**config.mk**
```make
export PLATFORM = sky130hd
export DESIGN_NAME = page_table_fifo_translate_core
export DESIGN_NICKNAME = d
export VERILOG_FILES = /design/src/rtl/pft_pkg.sv /design/src/rtl/pft_cell.sv /design/src/rtl/page_table_fifo_translate_core.sv
export SDC_FILE = /design/constraint.sdc
export NUM_CORES = 1
export LEC_CHECK = 0
export BUFFER_PORTS_ARGS = -buffer_cell sky130_fd_sc_hd__buf_4
export CAP_MARGIN = 5
export CORE_ASPECT_RATIO = 0.6
export CORE_MARGIN = 5
export CORE_UTILIZATION = 48
export CTS_CLUSTER_DIAMETER = 200
export DETAILED_ROUTE_END_ITERATION = 10
export PLACE_DENSITY = 0.62
export SYNTH_ARGS = -nofsm -noshare
export SYNTH_HDL_FRONTEND = slang
export SYNTH_SLANG_ARGS = --single-unit
```
**constraint.sdc**
```tcl
create_clock -name clock -period 10.6 [get_ports clock]
set_input_delay 1.59 -clock clock [delete_from_list [all_inputs] [get_ports clock]]
set_output_delay 1.59 -clock clock [all_outputs]
set_load 0.005 [all_outputs]
```
**src/rtl/pft_pkg.sv**
```systemverilog
// Shared types and constants for the page table translator.
`default_nettype none

package pft_pkg;

   localparam int FRAMES     = 8;
   localparam int PAGE_BYTES = 32;
   localparam int VADDR_BITS = 16;

   localparam int OFF_W   = $clog2(PAGE_BYTES);
   localparam int PAGE_W  = VADDR_BITS - OFF_W;
   localparam int FRAME_W = (FRAMES > 1) ? $clog2(FRAMES) : 1;

   // fixed field widths of the word formats
   localparam int VADDR_FIELD_W = 16;
   localparam int FRAME_FIELD_W = 3;
   localparam int PHYS_FIELD_W  = 8;
   localparam int PAGE_FIELD_W  = 11;
   localparam int CNT_W         = 32;

   localparam logic REQ_TRANSLATE = 1'b0;
   localparam logic REQ_CLEAR     = 1'b1;

   typedef struct packed {
      logic                     req_type;
      logic [VADDR_FIELD_W-1:0] vaddr;
   } pft_req_type;

   typedef struct packed {
      logic                     hit;
      logic [FRAME_FIELD_W-1:0] frame;
      logic [PHYS_FIELD_W-1:0]  phys_addr;
      logic                     load_valid;
      logic [PAGE_FIELD_W-1:0]  load_page;
      logic                     evict_valid;
      logic [PAGE_FIELD_W-1:0]  evict_page;
      logic [CNT_W-1:0]         ref_count;
      logic [CNT_W-1:0]         fault_count;
   } pft_rsp_type;

   // search token handed from cell to cell
   typedef struct packed {
      logic               active;
      logic [PAGE_W-1:0]  page;
      logic               found;
      logic [FRAME_W-1:0] hit_idx;
      logic               empty;
      logic [FRAME_W-1:0] empty_idx;
      logic [PAGE_W-1:0]  victim_page;
   } pft_link_type;

   typedef enum logic {
      ST_IDLE,
      ST_SEARCH
   } pft_state_type;

endpackage

`default_nettype wire

```
**src/rtl/pft_cell.sv**
```systemverilog
// One page table entry: holds a frame's page and checks the passing search token.
`default_nettype none

module pft_cell (
   input  wire logic                  clock,
   input  wire logic                  reset,
   input  wire logic [pft_pkg::FRAME_W-1:0] cell_idx,
   input  wire logic [pft_pkg::FRAME_W-1:0] victim_ptr,
   input  wire pft_pkg::pft_link_type link_in,
   output pft_pkg::pft_link_type      link_out,
   input  wire logic                  wr_en,
   input  wire logic [pft_pkg::PAGE_W-1:0] wr_page
);
   import pft_pkg::*;

   logic              valid_ff;
   logic [PAGE_W-1:0] page_ff;
   pft_link_type      link_ff;
   pft_link_type      link_in_nxt;

   always_comb begin
      link_in_nxt = link_in;
      if (link_in.active) begin
         if (!link_in.found && valid_ff && (page_ff == link_in.page)) begin
            link_in_nxt.found   = 1'b1;
            link_in_nxt.hit_idx = cell_idx;
         end
         if (!link_in.empty && !valid_ff) begin
            link_in_nxt.empty     = 1'b1;
            link_in_nxt.empty_idx = cell_idx;
         end
         if (cell_idx == victim_ptr) begin
            link_in_nxt.victim_page = page_ff;
         end
      end
   end

   always_ff @(posedge clock) begin
      if (reset) begin
         valid_ff <= 1'b0;
         link_ff  <= '0;
      end else begin
         if (wr_en) begin
            valid_ff <= 1'b1;
         end
         link_ff <= link_in_nxt;
      end
   end

   always_ff @(posedge clock) begin
      if (wr_en) begin
         page_ff <= wr_page;
      end
   end

   assign link_out = link_ff;

endmodule

`default_nettype wire

```
**src/rtl/page_table_fifo_translate_core.sv**
```systemverilog
// Top level: fully associative page table translator with FIFO replacement.
`default_nettype none

// A translate word is accepted when start is high and busy is low. The search
// token walks the row of FRAMES entry cells, one cell per cycle, so busy stays
// high while the token is in the row; the result is registered from the token
// leaving the last cell and appears on rsp_data with rsp_strobe, and the next
// word may be taken in the cycle the strobe is shown. A counter clear word
// leaves busy low and gives its all-zero result in the following cycle. The
// result is present for one cycle only: the receiver must capture it then.
// On a fault the table entry is filled when the result is produced.

module page_table_fifo_translate_core (
   input  wire logic                 clock,
   input  wire logic                 reset,
   input  wire logic                 start,
   output logic                      busy,
   input  wire pft_pkg::pft_req_type req_data,
   output logic                      rsp_strobe,
   output pft_pkg::pft_rsp_type      rsp_data
);
   import pft_pkg::*;

   pft_state_type      state_ff, state_in;
   logic [FRAME_W-1:0] victim_ff, victim_in;
   logic [CNT_W-1:0]   ref_ff, ref_in;
   logic [CNT_W-1:0]   fault_ff, fault_in;
   logic [OFF_W-1:0]   off_ff, off_in;
   pft_rsp_type        rsp_ff, rsp_in;
   logic               rsp_strobe_ff, rsp_strobe_in;

   pft_link_type       links [FRAMES+1];
   pft_link_type       tail;
   logic               accept;
   logic               fill_en;
   logic [FRAME_W-1:0] fill_idx;
   logic [FRAMES-1:0]  cell_wr;
   logic [VADDR_BITS-1:0] va;

   function automatic logic [CNT_W-1:0] sat_inc(input logic [CNT_W-1:0] v);
      return (v == {CNT_W{1'b1}}) ? v : v + CNT_W'(1);
   endfunction

   assign accept = start && !busy;
   assign va     = VADDR_BITS'(req_data.vaddr);
   assign tail   = links[FRAMES];

   assign links[0] = '{active:  accept && (req_data.req_type == REQ_TRANSLATE),
                       page:    va[VADDR_BITS-1:OFF_W],
                       default: '0};

   genvar gi;
   generate
      for (gi = 0; gi < FRAMES; gi++) begin : g_cell
         assign cell_wr[gi] = fill_en && (fill_idx == FRAME_W'(gi));
         pft_cell u_cell (
            .clock      (clock),
            .reset      (reset),
            .cell_idx   (FRAME_W'(gi)),
            .victim_ptr (victim_ff),
            .link_in    (links[gi]),
            .link_out   (links[gi+1]),
            .wr_en      (cell_wr[gi]),
            .wr_page    (tail.page)
         );
      end
   endgenerate

   // next state
   always_comb begin
      state_in = state_ff;
      unique case (state_ff)
         ST_IDLE: begin
            if (accept && (req_data.req_type == REQ_TRANSLATE)) begin
               state_in = ST_SEARCH;
            end
         end
         ST_SEARCH: begin
            if (tail.active) begin
               state_in = ST_IDLE;
            end
         end
         default: state_in = ST_IDLE;
      endcase
   end

   // state outputs
   always_comb begin
      unique case (state_ff)
         ST_IDLE:   busy = 1'b0;
         ST_SEARCH: busy = 1'b1;
         default:   busy = 1'b1;
      endcase
   end

   // result assembly for clear words, and result and table update when the token leaves the last cell
   always_comb begin
      logic [FRAME_W-1:0] fr;
      logic [CNT_W-1:0]   ref_nxt;
      logic [CNT_W-1:0]   fault_nxt;
      logic [CNT_W-1:0]   phys_wide;

      victim_in     = victim_ff;
      ref_in        = ref_ff;
      fault_in      = fault_ff;
      off_in        = off_ff;
      rsp_in        = rsp_ff;
      rsp_strobe_in = 1'b0;
      fill_en       = 1'b0;
      fill_idx      = '0;
      fr            = '0;
      ref_nxt       = sat_inc(ref_ff);
      fault_nxt     = sat_inc(fault_ff);
      phys_wide     = '0;

      if (accept) begin
         off_in = va[OFF_W-1:0];
         if (req_data.req_type == REQ_CLEAR) begin
            ref_in        = '0;
            fault_in      = '0;
            rsp_in        = '0;
            rsp_strobe_in = 1'b1;
         end
      end

      if (tail.active) begin
         rsp_in           = '0;
         rsp_strobe_in    = 1'b1;
         ref_in           = ref_nxt;
         rsp_in.ref_count = ref_nxt;
         if (tail.found) begin
            fr         = tail.hit_idx;
            rsp_in.hit = 1'b1;
            rsp_in.fault_count = fault_ff;
         end else begin
            fault_in           = fault_nxt;
            rsp_in.fault_count = fault_nxt;
            rsp_in.load_valid  = 1'b1;
            rsp_in.load_page   = PAGE_FIELD_W'(tail.page);
            if (tail.empty) begin
               fr = tail.empty_idx;
            end else begin
               fr                 = victim_ff;
               rsp_in.evict_valid = 1'b1;
               rsp_in.evict_page  = PAGE_FIELD_W'(tail.victim_page);
               victim_in = (victim_ff == FRAME_W'(FRAMES - 1)) ? '0
                                                               : victim_ff + FRAME_W'(1);
            end
            fill_en  = 1'b1;
            fill_idx = fr;
         end
         phys_wide        = CNT_W'({fr, off_ff});
         rsp_in.frame     = FRAME_FIELD_W'(fr);
         rsp_in.phys_addr = phys_wide[PHYS_FIELD_W-1:0];
      end
   end

   always_ff @(posedge clock) begin
      if (reset) begin
         state_ff      <= ST_IDLE;
         victim_ff     <= '0;
         ref_ff        <= '0;
         fault_ff      <= '0;
         rsp_strobe_ff <= 1'b0;
      end else begin
         state_ff      <= state_in;
         victim_ff     <= victim_in;
         ref_ff        <= ref_in;
         fault_ff      <= fault_in;
         rsp_strobe_ff <= rsp_strobe_in;
      end
   end

   always_ff @(posedge clock) begin
      off_ff <= off_in;
      rsp_ff <= rsp_in;
   end

   assign rsp_strobe = rsp_strobe_ff;
   assign rsp_data   = rsp_ff;

endmodule

`default_nettype wire
```
==> impl_metrics.toml, run 1 <==
[clock_tree]
cts_tree = "yes"
cts_buffer_depth = 3
cts.sinks = 501
clk_pin_slew_worst_paths_ps = 60
post_cts_resized = 0
cts_setup_buffers = 0
cts_root_buf = "clkbuf_16"
cts_buffers = 46
hold_buffers = 0
cts_max_level = 2
clk_latency_ps = 570

[die]
ios = 122
num_rows = 57
core-area_um2 = 40440
start_util_pct = 48.49
fp.dieW_um = 270.9
die_area_um2 = 45120
die_y_um = 166.6

[route]
via_per_inst = 5.555
remaining_drc_errors = 0
wl_per_cell_um = 18.50
ant_nets = 0
drt_pass1_iterations = 5
drtIter0Drc = 1340
wl_mm = 46.75
vias = 14040

[power]
p_sw_mw = 0.8067
p_comb_share_pct = 2.4
pwr-share-seq_pct = 52.7
p_int_mw = 3.043
p_leak_nw = 8.094
power.density_nw_per_um2 = 171.2
swShare_pct = 20.96
p_clk_share_pct = 44.9
max-vdd-ir-drop_mv = 0.1366

[logic_synthesis]
synth_edf_count = 190
syn-num-nets = 1901
synth_ff_type = "dfxtp_1"
synth_area_um2 = 19610
ys_types = 71
syn_inst = 1873
ys_seq_area_share_pct = 60.85
ys_warn_count = 0
ys_async_sr_fraction_pct = 0
ys_ff_latch = 501
avgSynthCellArea_um2 = 10.47

[finish]
drive_gt1_share_pct = 11.87
nFillCells = 3466
fin_area_um2 = 22490
diodes = 0
fin_cells = 2527
area_growth_pct = 14.70
layout_common_cells = "311 x dfxtp_1, 248 x nand2_1, 190 x edfxtp_1, 165 x a21oi_1, 136 x buf_4"
mostFrequentLayoutCell = "dfxtp_1"
fin_util_pct = 55.62
fin_nets = 1986

[worst_setup_path]
critPathLaunchType = "primary input"
end_kind = "flop"
crit_fanout = 126
arrival_ps = 4590
critPathKind = "primary input to flop"
crit_required_ps = 11020

[sta]
fin_crit_ps = 4176
finalWorstSetupSlack_ps = 6424
fin_worst_skew_ps = 15.37
timing_hold_violations_final = 0
finalSetupTns_ps = 0
rsz0062_at_grt = "no"
setup_viol = 0
slew_viol_final = 0
worst_pin_slew_ps = 1301
fmax_mhz = 239.5
fin_crit_sh_pct = 39.40
slew_headroom_pct = 12.95

[placement]
gp_congestion = 0.8741
pre_cts_slack_ps = 5945
hpwlAfterDp_mm = 32.18
numPortBuffers = 121
postPlaceCellArea_um2 = 20880
dp_cells = 2438

[global_route]
grtUsageTotal_pct = 20.24
grt_pass1_vias = 13520
grt_overflow = 0
grt_pass1_wl_mm = 74.82
grt_start_max_net_pins = 127
antenna_found_initial = 0

[status]
status = "complete, no violations"

[flow_run]
maxCapViolations = 0

[hold_path]
hp-class = "flop to flop"
[per-stage QoR]
step	hold slack (ps)	total power, mW
after floorplan	397.3	2.114
after CTS	430.8	3.884
after global placement	414.4	2.163
after global routing	449.2	3.984
after detailed placement	415.8	2.164
final	426.8	3.850
[registers in the layout (all words and copies together) (netlist names)]
signal / cells
fault_ff: 32
g_cell.u_cell.link_out: 234
g_cell.u_cell.page_ff: 88
g_cell.u_cell.valid_ff: 8
off_ff: 5
ref_ff: 32
rsp_data: 97
rsp_strobe: 1
state_ff: 1
victim_ff: 3
[power groups by stage]
stage	Combinational, mW	Clock, mW	Sequential [mW]
3_5_place_dp	0.0936	0	2.07
6_report	0.0931	1.73	2.03
5_1_grt	0.101	1.85	2.03
3_3_place_gp	0.0927	0	2.07
2_1_floorplan	0.0439	0	2.07
4_1_cts	0.0942	1.76	2.03
[cells in the mapped netlist, drive strengths merged, types with 35 or more instances]
cell type | n | area, um^2
or3 | 40 | 250.2
a21oi | 165 | 825.8
inv | 44 | 165.2
nand4 | 35 | 234.0
xnor2 | 38 | 332.8
and2 | 52 | 325.3
clkbuf | 78 | 294.0
nor2b | 96 | 600.6
o21ai | 55 | 275.3
nand3 | 54 | 275.3
dfxtp | 311 | 6226
xor2 | 65 | 569.3
nor2 | 102 | 382.9
nand2 | 248 | 930.9
edfxtp | 190 | 5705
[layout make-up]
type	count	area [um^2]	area share (%)
sequential	501	11930	53.05
multi-input combinational	1225	7091	31.53
clock buffer	67	1391	6.186
timing repair buffer	138	1037	4.612
tap	531	664.4	2.954
clock inverter	19	200.2	0.8901
inverter	46	175.2	0.7789
[worst max-delay path: stages]
cell and delay (ps):
buf_6 650, inv_1 510, nand2_1 810, nand2_1 540, o311ai_0 290, o31ai_1 140
[metal layers]
layer / wire [um] / track usage (%) / up-vias / share of wire [%]
met5: 0 / 0 / - / 0
li1: - / - / 6790 / -
met1: 23660 / 32.00 / 6784 / 51
met3: 3235 / 3.796 / 66 / 6.9
met2: 19190 / 29.06 / 397 / 41
met4: 668 / 3.939 / 0 / 1.4
[path summary, 6_finish.rpt]
| check | to | startpoint | slack, ps | depth (start not counted) |
|---|---|---|---|---|
| worst max-delay path | fault_ff[3] | reset | 6420 | 6 |
| worst min-delay path | g_cell[4].u_cell.link_out[12] | g_cell[3].u_cell.link_out[12] | 430 | 1 |
| worst max register to register | fault_ff[3] | g_cell[7].u_cell.link_out[18] | 6550 | 6 |
| worst min register to register | g_cell[4].u_cell.link_out[12] | g_cell[3].u_cell.link_out[12] | 430 | 1 |
[logic make-up (layout without fill, tap and decap cells)]
| family | after synthesis | count (layout) | share of synthesized area (%) |
|---|---|---|---|
| buffers and inverters | 147 | 270 | 3.025 |
| AND/OR/NAND/NOR | 774 | 774 | 20.31 |
| adder cells (fa/ha/maj) | 8 | 8 | 0.5105 |
| flip-flops | 501 | 501 | 60.85 |
| XOR/XNOR | 103 | 103 | 4.601 |
| multiplexers | 7 | 7 | 0.3574 |
| AO/OA/AOI/OAI | 333 | 333 | 10.35 |
No activity file was read; power rests on OpenSTA's default activity.
==> run 2: changes to the inputs <==
clock period = 4.1 ns   (was 10.6 ns; I/O delays follow)
==> run 2 against run 1 <==
  * Register-to-register slack got worse by 5500 ps
  * Largest power group unchanged
  * First-iteration DRC count fell by 0.67%
  * Via count barely moved
  * Non-clock buffer count rose by 9
  * Utilization fell by 0.16 points
  * Clock skew rose by 6.7 ps
  * Critical path depth did not move
  * Sequential power rose to 2.6 times the previous value
  * Clock power rose by 140%
==> impl_metrics.toml, run 2 (synthesis gave the netlist of run 1 again) <==
[status]
status = "complete, no violations"

[power]
total_power_mw = 9.668
power.density_nw_per_um2 = 431.1
max-vdd-ir-drop_mv = 0.3498
p_leak_nw = 8.091

[finish]
multi_input_area_um2 = 7086
area_growth_pct = 14.38
layout_common_cells = "311 x dfxtp_1, 248 x nand2_1, 190 x edfxtp_1, 165 x a21oi_1, 146 x buf_4"
mostFrequentLayoutCell = "dfxtp_1"
seqCellArea_um2 = 11930
largest_reg_flops = 234
nFillCells = 3537
fin_nets = 1995
drive_gt1_share_pct = 11.78

[hold_path]
hp-class = "primary input to flop"
hp-start = "req_data[0]"
min_path_cells = 1

[global_route]
antenna_found_initial = 1
grt_start_max_net_pins = 102
grtUsageMet3_pct = 3.552
grt_overflow = 0
use_met2_pct = 29.63
grt_pass1_wl_mm = 75.23
grt_util_met1_pct = 32.07
grt_pass1_vias = 13580
grt.busiest_layer = "met1"
grtUsageTotal_pct = 20.34

[route]
via_per_inst = 5.533
remaining_drc_errors = 0
vias = 14030
wl_mm = 47.19
drt_pass1_iterations = 5
drtIter0Drc = 1331
wl_per_cell_um = 18.61
ant_nets = 0

[flow_run]
maxCapViolations = 0

[placement]
numPortBuffers = 121
gp_congestion = 0.8709
hpwlAfterDp_mm = 32.71

[worst_setup_path]
slowest_stage = "o31ai_4"
path_buf_inv = 0
cpPeakStageDelay_ps = 860
timing.rr.start = "ref_ff[0]"
crit_family = "compound AO/OA/AOI/OAI gates"
r2r_setup_slack_ps = 1020
worstSetupStartpoint = "ref_ff[0]"
end_kind = "flop"
path_cells = "ha_1 -> nand4_1 -> or4_1 -> o31ai_4 -> o21ai_0 -> a21oi_1"
path_depth = 6
arrival_ps = 3480
critPathKind = "flop to flop"
critPathLaunchType = "flop"
reg2reg_depth = 6
crit_required_ps = 4500
crit_fanout = 25

[die]
start_util_pct = 48.49
die_area_um2 = 45120
die_y_um = 166.6
num_rows = 57
core-area_um2 = 40440
fp.dieW_um = 270.9
ios = 122

[clock_tree]
cts.sinks = 501
clk_pin_slew_worst_paths_ps = 70
clk_latency_ps = 570
post_cts_resized = 0
hold_buffers = 0
cts_setup_buffers = 0
cts_buffers = 46
cts_buffer_depth = 3
cts_root_buf = "clkbuf_16"
cts_max_level = 2
cts_tree = "yes"

[sta]
timing_hold_violations_final = 0
worst_pin_slew_ps = 1309
finalSetupTns_ps = 0
fin_crit_ps = 3081
setup_viol = 0
fmax_mhz = 324.6
slew_viol_final = 0
slew_headroom_pct = 12.43
rsz0062_at_grt = "no"
fin_worst_skew_ps = 22.05
fin_crit_sh_pct = 75.14
==> run 2: cell count changes in the layout (fill, tap and decap cells not counted), moves of 2 or more <==
cell	change
inv_6	-2
clkinv_2	+6
clkbuf_8	-7
clkinvlp_4	-2
clkinvlp_2	-2
clkbuf_1	+6
bufinv_16	-2
nor2_1	+2
nor2_2	-2
buf_4	+10
==> run 2: report_power, final <==
group	total (mW)	internal, mW	leakage (nW)	switching, mW
logic	0.244	0.0983	2.87	0.146
clock network	4.18	2.32	0.729	1.86
registers	5.24	5.21	4.49	0.0351
total	9.67	7.62	8.09	2.04
==> run 2: metal layers <==
metal	wire (um)	share of wire, %	vias to the layer above
met2	19610	42	411
met4	692	1.5	0
li1	-	-	6805
met1	23770	50	6743
met3	3110	6.6	68
met5	0	0	-
==> run 2: worst paths after layout <==
kind                                         to
hold reg to reg   g_cell[4].u_cell.link_out[16]
setup / recovery                   rsp_data[57]
setup reg to reg                   rsp_data[57]
hold / removal                        off_ff[0]
==> run 2: layout make-up <==
class / instances / share of cell area (%)
Clock inverter: 17 / 0.6137
Sequential cell: 501 / 53.20
Multi-Input combinational cell: 1225 / 31.59
Clock buffer: 67 / 5.897
Inverter: 46 / 0.7811
Antenna cell: 1 / 0.01116
Timing Repair Buffer: 147 / 4.938
Tap cell: 531 / 2.963
==> run 2: metrics by stage <==
step           cell area [um^2]  hold WS [ps]  util [%]  cells  worst slack, ps
2_1_floorplan             19610         397.3         -   1873            520.7
3_3_place_gp              20960         411.6     51.84   2450             1275
3_5_place_dp              20960         415.4     51.84   2450             1154
4_1_cts                   22420         210.4     55.45   2534             1124
5_1_grt                   22420         216.7     55.45   2534            823.6
6_report                  22430         244.4     55.46   2535             1019
